--- src/sv/gia_pkg.sv ---
package gia_pkg;

  localparam int MAX_ENTITIES_DEFAULT = 1024;
  localparam int GEN_W = 8;
  localparam int STATUS_W = 2;

  localparam logic CMD_ALLOC = 1'b0;
  localparam logic CMD_FREE  = 1'b1;

  typedef enum logic [STATUS_W-1:0] {
    STATUS_OK       = 2'd0,
    STATUS_NO_SLOT  = 2'd1,
    STATUS_BAD_FREE = 2'd2
  } status_t;

  typedef enum logic [1:0] {
    ST_IDLE,
    ST_LIST,
    ST_GEN,
    ST_FINISH
  } state_t;

endpackage

--- src/sv/gia_seq.sv ---
module gia_seq #(
  parameter int MAX_ENTITIES = gia_pkg::MAX_ENTITIES_DEFAULT,
  localparam int INDEX_W = (MAX_ENTITIES > 1) ? $clog2(MAX_ENTITIES) : 1,
  localparam int COUNT_W = $clog2(MAX_ENTITIES + 1)
) (
  input  logic                      clk,
  input  logic                      rst,
  // request side
  input  logic                      in_valid,
  output logic                      in_stall,
  input  logic                      command,
  input  logic [INDEX_W-1:0]        free_index,
  // result side
  output logic                      out_valid,
  input  logic                      out_stall,
  output gia_pkg::status_t          status,
  output logic [INDEX_W-1:0]        id_index,
  output logic [gia_pkg::GEN_W-1:0] id_generation,
  // free list memory
  output logic                      list_re,
  output logic [INDEX_W-1:0]        list_raddr,
  input  logic [INDEX_W-1:0]        list_rdata,
  output logic                      list_we,
  output logic [INDEX_W-1:0]        list_waddr,
  output logic [INDEX_W-1:0]        list_wdata,
  // generation memory
  output logic                      gen_re,
  output logic [INDEX_W-1:0]        gen_raddr,
  input  logic [gia_pkg::GEN_W-1:0] gen_rdata,
  output logic                      gen_we,
  output logic [INDEX_W-1:0]        gen_waddr,
  output logic [gia_pkg::GEN_W-1:0] gen_wdata
);

  import gia_pkg::*;

  typedef enum logic [2:0] {
    OP_POP,
    OP_FRESH,
    OP_FULL,
    OP_FREE,
    OP_BAD
  } op_t;

  localparam logic [COUNT_W-1:0] CAPACITY = COUNT_W'(MAX_ENTITIES);
  localparam logic [INDEX_W-1:0] LAST_POS = INDEX_W'(MAX_ENTITIES - 1);

  state_t              state, state_next;
  op_t                 op, op_sel;
  logic [INDEX_W-1:0]  idx;
  logic [COUNT_W-1:0]  high_water;
  logic [INDEX_W-1:0]  head;
  logic [INDEX_W-1:0]  tail;
  logic [COUNT_W-1:0]  count;

  logic                accept;
  logic                out_open;
  logic                done;
  status_t             res_status;
  logic [INDEX_W-1:0]  res_index;
  logic [GEN_W-1:0]    res_gen;

  assign in_stall = (state != ST_IDLE);
  assign accept   = in_valid && !in_stall;
  assign out_open = !out_valid || !out_stall;
  assign done     = ((state == ST_GEN) || (state == ST_FINISH)) && out_open;

  // decision made from the counters at accept time
  always_comb begin
    if (command == CMD_ALLOC) begin
      if (count != '0) begin
        op_sel = OP_POP;
      end else if (high_water != CAPACITY) begin
        op_sel = OP_FRESH;
      end else begin
        op_sel = OP_FULL;
      end
    end else begin
      if ((COUNT_W'(free_index) >= high_water) || (count == CAPACITY)) begin
        op_sel = OP_BAD;
      end else begin
        op_sel = OP_FREE;
      end
    end
  end

  always_comb begin
    state_next = state;
    unique case (state)
      ST_IDLE: begin
        if (accept) begin
          priority case (op_sel)
            OP_POP:  state_next = ST_LIST;
            OP_FREE: state_next = ST_GEN;
            default: state_next = ST_FINISH;
          endcase
        end
      end
      ST_LIST: state_next = ST_GEN;
      ST_GEN, ST_FINISH: begin
        if (out_open) begin
          state_next = ST_IDLE;
        end
      end
    endcase
  end

  always_ff @(posedge clk) begin
    if (rst) begin
      state <= ST_IDLE;
    end else begin
      state <= state_next;
    end
  end

  always_comb begin
    res_status = STATUS_OK;
    res_index  = '0;
    res_gen    = '0;
    unique case (op)
      OP_POP: begin
        res_index = idx;
        res_gen   = gen_rdata;
      end
      OP_FRESH: res_index = high_water[INDEX_W-1:0];
      OP_FULL:  res_status = STATUS_NO_SLOT;
      OP_BAD:   res_status = STATUS_BAD_FREE;
      OP_FREE:  res_status = STATUS_OK;
      default:  res_status = STATUS_OK;
    endcase
  end

  // memory ports
  assign list_re    = accept;
  assign list_raddr = head;
  assign list_we    = done && (op == OP_FREE);
  assign list_waddr = tail;
  assign list_wdata = idx;

  assign gen_re    = accept || (state == ST_LIST);
  assign gen_raddr = (state == ST_LIST) ? list_rdata : free_index;
  assign gen_we    = done && ((op == OP_FREE) || (op == OP_FRESH));
  assign gen_waddr = (op == OP_FRESH) ? high_water[INDEX_W-1:0] : idx;
  assign gen_wdata = (op == OP_FREE) ? gen_rdata + GEN_W'(1) : '0;

  always_ff @(posedge clk) begin
    if (accept) begin
      op  <= op_sel;
      idx <= free_index;
    end else if (state == ST_LIST) begin
      idx <= list_rdata;
    end
  end

  always_ff @(posedge clk) begin
    if (rst) begin
      high_water <= '0;
      head       <= '0;
      tail       <= '0;
      count      <= '0;
    end else if (done) begin
      priority case (op)
        OP_POP: begin
          head  <= (head == LAST_POS) ? '0 : head + INDEX_W'(1);
          count <= count - COUNT_W'(1);
        end
        OP_FRESH: high_water <= high_water + COUNT_W'(1);
        OP_FREE: begin
          tail  <= (tail == LAST_POS) ? '0 : tail + INDEX_W'(1);
          count <= count + COUNT_W'(1);
        end
        default: ;
      endcase
    end
  end

  // result word register
  always_ff @(posedge clk) begin
    if (rst) begin
      out_valid <= 1'b0;
    end else if (done) begin
      out_valid <= 1'b1;
    end else if (!out_stall) begin
      out_valid <= 1'b0;
    end
  end

  always_ff @(posedge clk) begin
    if (done) begin
      status        <= res_status;
      id_index      <= res_index;
      id_generation <= res_gen;
    end
  end

endmodule

--- config.mk ---
export PLATFORM = sky130hd
export DESIGN_NAME = gia_seq
export DESIGN_NICKNAME = d
export VERILOG_FILES = /design/src/sv/gia_pkg.sv /design/src/sv/gia_seq.sv
export SDC_FILE = /design/constraint.sdc
export NUM_CORES = 1
export LEC_CHECK = 0
export BUFFER_PORTS_ARGS = -buffer_cell sky130_fd_sc_hd__buf_4
export CAP_MARGIN = 40
export CORE_AREA = 2 2 151 79
export CTS_BUF_LIST = sky130_fd_sc_hd__clkbuf_8
export DETAILED_ROUTE_END_ITERATION = 12
export DIE_AREA = 0 0 153 81
export PLACE_DENSITY = 0.67
export SLEW_MARGIN = 20
export SYNTH_ARGS = -nofsm -noshare
export SYNTH_HDL_FRONTEND = slang
export SYNTH_SLANG_ARGS = --single-unit
--- constraint.sdc ---
create_clock -name clk -period 2.5 [get_ports clk]
set_input_delay 0.375 -clock clk [delete_from_list [all_inputs] [get_ports clk]]
set_output_delay 0.375 -clock clk [all_outputs]
set_load 0.01 [all_outputs]
* Yosys cells after proc, flatten, opt, wreduce, memory -nomap -nowiden *
Cells that the tools add are included.

word-level totals
  word-level logic and storage cells = 78
  register bits = 78
  output and inout bits = 84

operators by class
  add/subtract/negate cells = 6
  order comparisons = 1
  multiplexer cells = 20
  reduce and logical (&&, ||, !) cells = 25
  equal/unequal tests = 15

operators by type and width
  cell                                                                   number
  10-bit 2-to-1 mux                                                      6
  11-bit by 1-bit adder with 11-bit output, second input constant        2
  11-bit case mux with 2 select lines                                    1
  10-bit by 1-bit adder with 10-bit output, second input constant        2
  10-bit equality test, second input constant                            2
  10-bit case mux with 2 select lines                                    1
  11-bit equality test, second input constant                            1
  10-bit by 11-bit greater-or-equal comparator with 1-bit output         1
  11-bit != test, second input constant                                  1
  11-bit nonzero test                                                    1
  11-bit by 1-bit subtractor with 11-bit output, second input constant   1
  2-bit AND reduction                                                    5
  3-bit by 2-bit equality test with 1-bit output, second input constant  3
  8-bit by 1-bit adder with 8-bit output, second input constant          1
  2-bit 2-to-1 mux                                                       4
  8-bit 2-to-1 mux                                                       1
  2-bit case mux with 2 select lines                                     2
  3-bit logical NOT                                                      2
  3-bit 2-to-1 mux                                                       2
  2-bit case mux with 3 select lines                                     1
  2-bit nonzero test                                                     3
  1-bit logical OR                                                       5
  2-bit equality test, second input constant                             2
  1-bit logical AND                                                      4
  other kinds (9)                                                        13

* Logic depth before layout (Yosys ltp) *
Gate-level depths: netlist of the first run.

  depth in word-level cells = 8
  gate-level depth with buffers = 9
  mapped depth without buffers = 9

* Least setup slack after synthesis of the first run *
OpenSTA, ideal clock, no wires.

  path kind = reg2reg
  start = register op[0]
  end = register count[10]
  setup time = 0.128 ns
  setup slack = -0.010 ns
  cell stages (with the launch flop) = 10
  path buffers = 0
  arrival time = 2.383 ns
  cells stage by stage = edfxtp_1 nor2b_1 nand2_1 ha_1 a211oi_1 nand2_1 o31ai_1 mux2i_1 xnor2_1 nor2_1

on the way
  longest elaborated chain between the ends = 3

RTL lines
  item                                                                                        line            RTL
  start, declared                                                                             gia_seq.sv:49   op_t op, op_sel;
  start signal, assigned                                                                      gia_seq.sv:148  op <= op_sel;
  3-bit by 2-bit equality test with 1-bit output / 3-bit logical NOT (equally long branches)  gia_seq.sv:162  priority case (op)
  2-bit nonzero test (no line)                                                                n/a
  2-bit AND reduction (no line)                                                               n/a
  end signal, assigned                                                                        gia_seq.sv:165  count <= count - COUNT_W'(1);
  end signal, assigned                                                                        gia_seq.sv:170  count <= count + COUNT_W'(1);
  end, declared                                                                               gia_seq.sv:54   logic [COUNT_W-1:0] count;

Parallel ways exist; a longest one is shown, timed or not.
A chain may end at the register's enable or synchronous reset.

* Worst setup path after layout of the first run *
  start = register op[2]
  end = register count[10]

The elaborated chain is that of the path after synthesis.

==> summary.txt, run 1 <==
Outcome = complete, no violations
Die height = 81 um
Clock Tree Buf Depth = 2
Worst flop-to-flop path endpoint = count[10]
Hold buffer count at CTS = 0
Library cells used by synthesis = 51
Final setup violation count = 0
Worst reg2reg startpoint = op[2]
Final wirelength = 11600 um
Share of cells above drive strength 1 = 31.1%
Leak pwr = 0.00250 uW
Hold path cells = 3
Largest net degree at the start of global routing = 37
Top-Level Pins = 117
Post-synth EDFFs = 33
Hpwl dp = 8880 um
Root Buffer = clkbuf_8
Die ar. = 0.0124 sq mm
CP Max Fanout = 5
Post-route ant nets = 0
Mapped Avg Cell Area = 9.46 sq um
Post-synthesis register bit count = 78
Startpoint types = register
Sink Count = 78
Area share of the largest cell type after synthesis = 22.7%
Global-route usage over all layers = 18.4%
CTS H-Tree Depth = 3
Worst-Margin Slew = 0.640 ns
PwrDens = 652 mW/mm^2
Layout Area Growth over Synthesis = 30.9%
Final Slew Violations = 0
Hold path start = out_stall
Port bufs = 116
F_max = 0.412 GHz
Final min period = 2.43 ns
Drt pass-1 iters = 5
Placed inst area = 0.00547 sq mm
Most used DFF post-synth = dfxtp_1
RePlAce Congestion = 0.885
Critical path class = reg -> reg
Number of antenna violations at the first check in global routing = 0
Die Width = 153 um
Via count = 3805
Final Cycle Share = 97.2%
# Max-Cap Violations = 0
Worst EP required = 2.74 ns
Synth top area cells = edfxtp_1, dfxtp_1, ha_1
Cells after synthesis = 461
R2R Setup Slk = 0.07 ns
R2r worst-path depth = 9
Hold path endpoint = out_valid
Post-synthesis sequential area ratio = 43.4%
Drt via density = 5.11
Antenna diode count = 0
Final #Nets = 648
Grt total ovfl = 0
CTS clk-pin slew, worst paths = 0.09 ns
Worst Path Arrival = 2.67 ns
Syn Nets = 519
DRT iter0 DRCs = 238
Power Total = 3720 uW
CTS tree = built
Wirelength per Cell = 15.6 um
Starting Density = 38.6%
YS warnings = 0
Worst-skew pair later-pin latency = 0.37 ns
Yosys top cell by area = edfxtp_1
Core region area = 0.0113 sq mm
Max_slew headroom = 57.3%
Worst hold path class = in -> reg
Vias in the first global route = 3497
Worst Setup End Kind = register
Multi-input logic area = 0.00237 sq mm
Netlist Area Pre-Place = 0.00436 sq mm
Rows = 28
Fill count = 1028
Fin. Hold Viols = 0
Peak supply drop = 0.267 mV
First-pass GRT wire length = 17900 um
Post-route cell area = 0.00571 sq mm
Ys async rst share = 0%
Drt drc = 0
Area occupied by registers = 0.00189 sq mm
Layout Skew = 0.00753 ns
Total CTS buffers = 9
registers in the layout, indices dropped and copies added (netlist names):
name           count
list_raddr        10
list_wdata        10
id_generation      8
count             11
id_index          10
high_water        11
op                 3
status             2
state              2
list_waddr        10
out_valid          1
Yosys cell counts, drive strengths merged, types with 2 or more instances:
cell type and count:
nand2 56, nor2 56, dfxtp 45, edfxtp 33, ha 24, xnor2 24
inv 22, a21oi 20, mux2 20, and2 13, nand3 13, xor2 13
and3 12, nor3 12, a22o 11, o21ai 10, clkbuf 9, nand4 9
mux2i 7, nor4 7, a21o 6, nand2b 5, or3 5, buf 4
o31ai 4, a211oi 2, a31oi 2, and4b 2, clkinv 2
cells in the final DEF (no fill, tap or decap), drive strengths merged, types with 6 or more instances in the layout:
cell,Yosys,layout
inv,22,24
xnor2,24,24
clkbuf,9,9
nor4,7,7
xor2,13,13
dfxtp,45,45
and2,13,13
nand4,9,9
nor2,56,56
edfxtp,33,33
o21ai,10,10
and3,12,12
buf,4,130
a22o,11,11
a21o,6,6
ha,24,24
mux2i,7,7
nand3,13,13
mux2,20,20
nand2,56,57
nor3,12,12
a21oi,20,20
worst max path at each step:
stage,startpoint,end,cells past startpoint,slack [ns]
after floorplan,op[0],count[10],9,0.14
after global placement,op[2],count[10],9,0.12
after detailed placement,op[2],count[10],9,-0.08
after CTS,op[2],count[10],9,0.006
after global routing,op[2],count[10],10,-0.008
final,op[2],count[10],9,0.07
per-layer routing:
layer  vias to the layer above  share of wire (%)  track usage [%]  wire [um]
met5                         -                  0                0          0
met4                         0                1.0             4.72        116
met3                        12                6.9             5.76        807
met2                       105                 42             27.6       4870
met1                      1811                 50             25.8       5850
li1                       1877                  -                -          -
critical path, stage by stage (launching register included):
cell,delay [ns]
edfxtp_1,0.44
nor2b_4,0.19
nand2_1,0.20
ha_1,0.35
a211oi_1,0.28
nand2_1,0.11
o31ai_2,0.27
mux2i_1,0.27
xnor2_1,0.14
nor2_1,0.05
cells by family (layout without fill, tap and decap cells):
family / after synthesis / count (layout) / share of synthesized area (%)
buffers and inverters: 37 / 170 / 3.41
AND/OR/NAND/NOR: 194 / 195 / 22.1
flip-flops: 78 / 78 / 43.4
multiplexers: 27 / 27 / 6.77
AO/OA/AOI/OAI: 63 / 63 / 9.64
adder cells (fa/ha/maj): 25 / 25 / 7.34
XOR/XNOR: 37 / 37 / 7.43
where the power goes:
group          switching [uW]  internal (uW)
Combinational             663            597
Sequential               88.0           1490
Clock                     514            372
Total                    1260           2460
metrics by stage:
stage                     hold slack, ns  cells  utilization [%]  setup WS, ns  TNS, ns
after global routing               0.272    745             50.5      -0.00766  -0.0109
after floorplan                    0.452    461                -         0.143        0
after detailed placement           0.489    726             48.4       -0.0814  -0.0814
after global placement             0.477    726             48.4         0.118        0
final                              0.286    745             50.5        0.0700        0
after CTS                          0.268    743             50.1       0.00590        0
layout make-up:
type | count | share of cell area, %
clock buffer | 9 | 2.17
sequential | 78 | 33.1
timing repair buffer | 130 | 17.3
tap | 150 | 3.29
clock inverter | 7 | 1.03
inverter | 24 | 1.60
multi-input combinational | 347 | 41.4
repair_timing:
action                                 4_1_cts  5_1_grt
setup endpoints to repair                    2       14
endpoints found under the hold margin        0        0
pin swaps                                    1        3
gates resized for setup                      2        9
buffers inserted                             1        0
gates cloned                                 0        2
Note: power is estimated with default switching activity, not from simulation.
==> run 2, diff against run 1 <==
PLACE_DENSITY = 0.65   (was 0.67)
==> run 2 against run 1 <==
  * Sequential share of layout area down 0.18 points
  * Utilization up 0.28 points
  * Power up 4.6%
  * Register-to-register slack better by 0.04 ns
  * Clock skew down 0.0012 ns
  * Sequential cell count unchanged
  * Routed wire length up 1.7%
  * Setup slack better by 0.025 ns
  * Sequential power about the same
  * Critical path depth down 3
  * Via count up 1.1%
==> summary.txt, run 2 (same netlist as run 1, synthesis figures left out) <==
Final wirelength = 11800 um
Vias in the first global route = 3469
CTS clk-pin slew, worst paths = 0.08 ns
Final #Nets = 648
Sink Count = 78
Max_slew headroom = 56.7%
Fill count = 1055
Post-route ant nets = 0
Drt via density = 5.16
Power Total = 3890 uW
Layout Area Growth over Synthesis = 31.6%
DRT iter0 DRCs = 301
Antenna diode count = 0
Worst EP required = 2.12 ns
Final min period = 2.41 ns
Comb pwr share = 32.6%
Sw Ratio = 32.1%
Critical path class = reg -> out
Most frequent cells in the layout = buf_4, nand2_1, nor2_1
Core region area = 0.0113 sq mm
Rows = 28
Final worst-path setup slack = 0.0946 ns
Leading cell type in the layout, fill and taps excluded = buf_4
Outcome = complete, no violations
Leak pwr = 0.00250 uW
CTS tree = built
R2r worst-path depth = 9
First-pass GRT wire length = 18500 um
Port bufs = 116
Number of antenna violations at the first check in global routing = 0
Peak supply drop = 0.300 mV
Wirelength per Cell = 15.9 um
Register share of total power = 40.5%
Multi-input logic area = 0.00237 sq mm
Pint = 2640 uW
Via count = 3845
Clock network fraction of design power = 26.9%
Worst Setup End Kind = output port
Worst Path Arrival = 2.03 ns
Worst hold path class = in -> reg
F_max = 0.416 GHz
PwrDens = 678 mW/mm^2
Total CTS buffers = 9
RePlAce Congestion = 0.819
Hold path cells = 3
Sw Pwr = 1250 uW
Grt total ovfl = 0
Hold buffer count at CTS = 0
RSZ-0062 raised after global routing = true
Die ar. = 0.0124 sq mm
Regs by FF count = count (11), high_water (11)
Area occupied by registers = 0.00189 sq mm
Drt pass-1 iters = 4
Die height = 81 um
CP Max Fanout = 10
Largest net degree at the start of global routing = 37
Final Cycle Share = 96.2%
Drt drc = 0
Pre-CTS WS = 0.0711 ns
Global-route usage over all layers = 19.0%
Share of cells above drive strength 1 = 31.4%
Die Width = 153 um
Starting Density = 38.6%
Final setup violation count = 0
Top-Level Pins = 117
Worst-Margin Slew = 0.649 ns
Root Buffer = clkbuf_8
# Max-Cap Violations = 0
Hpwl dp = 8880 um
Clock Tree Buf Depth = 2
Startpoint types = register
Final Slew Violations = 0
Worst-skew pair later-pin latency = 0.36 ns
CTS H-Tree Depth = 3
Fin. Hold Viols = 0
Layout Skew = 0.00633 ns
-- run 2: changes by cell type in the layout (fill, tap and decap cells not counted), sizes merged --
cell | before | now
clkinv | 5 | 3
inv | 24 | 22
bufinv | 0 | 2
clkinvlp | 2 | 4
-- run 2: repair_timing --
action                     CTS  global route
setup endpoints to repair    0            14
gates resized for setup      0            11
setup buffers                0             1
-- run 2: power by group through the flow --
| stage | registers [uW] | logic (uW) | clock network (uW) |
|---|---|---|---|
| 5_1_grt | 1600 | 1390 | 1140 |
| 2_1_floorplan | 1630 | 672 | 0 |
| 4_1_cts | 1580 | 1210 | 1080 |
| 6_report | 1580 | 1270 | 1050 |
| 3_3_place_gp | 1600 | 1180 | 0 |
| 3_5_place_dp | 1600 | 1200 | 0 |
-- run 2: critical path, cell delays in order (launching register included) --
cell,delay [ns]
edfxtp_1,0.40
buf_4,0.17
nand2b_2,0.23
nor2_2,0.17
buf_6,0.19
mux2_2,0.36
buf_4,0.15
-- run 2: per-stage QoR --
| stage | TNS, ns | util [%] | hold slack [ns] | cell area [sq um] | cells |
|---|---|---|---|---|---|
| finish | 0 | 50.7 | 0.288 | 5740 | 745 |
| detailed placement | 0 | 48.3 | 0.489 | 5460 | 726 |
| global route | -0.0336 | 50.7 | 0.290 | 5740 | 745 |
| global placement | 0 | 48.3 | 0.480 | 5460 | 726 |
| floorplan | 0 | - | 0.452 | 4370 | 461 |
| CTS | 0 | 50.2 | 0.269 | 5680 | 742 |
-- run 2: path summary, 6_finish.rpt --
| kind | from | slack (ns) | to |
|---|---|---|---|
| max | op[2] | 0.09 | gen_waddr[2] |
| min | list_rdata[5] | 0.29 | list_wdata[5] |
| max reg2reg | op[2] | 0.11 | count[10] |
| min reg2reg | count[8] | 0.50 | count[8] |
-- run 2: final cells by class --
cell class | count | share of cell area (%)
Tap cell | 150 | 3.27
Timing Repair Buffer | 130 | 17.0
Clock buffer | 9 | 2.16
Clock inverter | 7 | 1.72
Sequential cell | 78 | 33.0
Multi-Input combinational cell | 347 | 41.3
Inverter | 24 | 1.59
-- run 2: layer usage --
metal	share of wire (%)	global-route usage [%]	wire length [um]
met5	0	0	0
met4	0.93	5.09	110
met3	7.0	5.23	824
met2	42	27.4	4980
met1	50	28.0	5930
==> run 3, diff against run 2 <==
CORE_AREA = 2 2 108 110   (was 2 2 151 79)
DIE_AREA = 0 0 110 112   (was 0 0 153 81)
MAX_ROUTING_LAYER = met4   (was default)
PLACE_DENSITY = default   (was 0.65)
RECOVER_POWER = 25   (was default)
==> run 3 against run 2 <==
  * Routed wire length fell by 10%
  * Critical path depth is the same
  * Clock skew about the same
  * Via count shrank 3.9%
  * Sequential share of layout area up 1.0 points
  * Sequential power is essentially flat
  * Design area fell by 3.0%
  * Die area fell by 0.59%
  * Combinational power shrank 9%
  * Setup slack worse by 0.021 ns
  * Critical path type unchanged
==> summary.txt, run 3 (same netlist as run 1, synthesis figures left out) <==
Outcome = complete, no violations
PwrDens = 689 mW/mm^2
Pre-CTS WS = 0.0664 ns
Layout Area Growth over Synthesis = 27.6%
Final wirelength = 10600 um
Top-Level Pins = 117
Most used cell, CP = buf_4
Port bufs = 116
Critical path class = reg -> out
Final core utilization = 49.8%
Most frequent cells in the layout = buf_4, nand2_1, nor2_1
CTS clk-pin slew, worst paths = 0.09 ns
CTS tree = built
Inst Count DP = 719
Final Slew Violations = 0
Hpwl dp = 8000 um
Regs by FF count = count (11), high_water (11)
Global-route usage over all layers = 17.7%
Worst path max stage delay = 0.41 ns
Slowest-stage cell, CP = edfxtp_1
CTS H-Tree Depth = 3
Final worst-path setup slack = 0.0735 ns
Final #Nets = 650
# Max-Cap Violations = 0
Wirelength per Cell = 14.3 um
Number of antenna violations at the first check in global routing = 0
Worst Path Arrival = 2.05 ns
First-pass GRT wire length = 16300 um
Worst-Margin Slew = 0.552 ns
Die height = 112 um
Worst Setup End Kind = output port
Core region area = 0.0112 sq mm
Worst-skew pair later-pin latency = 0.37 ns
Leak pwr = 0.00234 uW
F_max = 0.412 GHz
Final min period = 2.43 ns
Setup_tns = 0 ns
Final setup violation count = 0
Non-filler cells, final = 740
Startpoint types = register
Via count = 3694
Root Buffer = clkbuf_8
Hold buffer count at CTS = 0
Starting Density = 39.0%
Buf/Inv on CP = 3
Critical-path cell list = buf_4 > nand2b_1 > nor2_2 > buf_6 > mux2_2 > buf_4
Worst hold path class = in -> reg
Grt total ovfl = 0
Area occupied by registers = 0.00189 sq mm
Drt drc = 0
Post-route ant nets = 0
Die Width = 110 um
Share of cells above drive strength 1 = 23.5%
Drt pass-1 iters = 5
CP Max Fanout = 10
Rows = 39
Clock Tree Buf Depth = 2
Final Cycle Share = 97.1%
Vias in the first global route = 3320
Worst EP required = 2.12 ns
Fin. Hold Viols = 0
Cell family with most CP delay = buffers and inverters
DRT iter0 DRCs = 133
Max_slew headroom = 63.2%
Placed inst area = 0.00545 sq mm
Largest net degree at the start of global routing = 36
Die ar. = 0.0123 sq mm
Layout Skew = 0.00596 ns
Post-route cell area = 0.00557 sq mm
Leading cell type in the layout, fill and taps excluded = buf_4
Multi-input logic area = 0.00236 sq mm
RePlAce Congestion = 0.821
Fill count = 1102
Antenna diode count = 0
Drt via density = 4.99
Peak supply drop = 0.300 mV
Sink Count = 78
Total CTS buffers = 9
[run 3: layer usage]
layer  wire length, um  up-vias  part of all wire (%)  GRT usage [%]
li1                  -     1884                     -              -
met1              4940     1710                    47           23.1
met2              5000       88                    47           27.1
met4               170        0                   1.6           6.67
met5                 0        -                     0              -
met3               493       12                   4.7           3.22
[run 3: path summary, 6_finish.rpt]
kind	start	endpoint	slack, ns	depth (start not counted)
max	op[2]	gen_waddr[1]	0.07	6
min	list_rdata[2]	list_wdata[2]	0.27	3
max reg2reg	op[2]	count[10]	0.22	9
min reg2reg	count[8]	count[8]	0.50	2
[run 3: worst reg2reg max path, stage by stage (launching register included)]
cell      delay, ns
edfxtp_1       0.41
nor2b_2        0.19
nand2_2        0.13
fa_1           0.44
a21oi_2        0.17
o22ai_1        0.13
o31ai_1        0.26
mux2i_1        0.25
xnor2_1        0.14
nor2_1         0.05
[run 3: per-stage QoR]
step / power, uW / hold WS [ns]
2_1_floorplan: 2300 / 0.452
3_3_place_gp: 2760 / 0.490
3_5_place_dp: 2790 / 0.484
4_1_cts: 3880 / 0.265
5_1_grt: 4040 / 0.273
6_report: 3830 / 0.274
[run 3: cell type report]
type,count,area share (%)
multi-input cells,347,42.3
flip-flops and latches,78,34.0
repair buffers,132,14.7
well taps,143,3.21
clock buffers,9,2.22
clock inverters,7,1.89
inverters,24,1.64
[run 3: report_power, final]
part	total, uW	internal, uW	switching (uW)
registers	1580	1490	89.9
clock network	1090	575	517
logic	1160	536	629
[run 3: what timing repair did]
item,in CTS,in global routing
resized for setup,0,8
setup endpoints to repair,0,14
buffers inserted,0,3
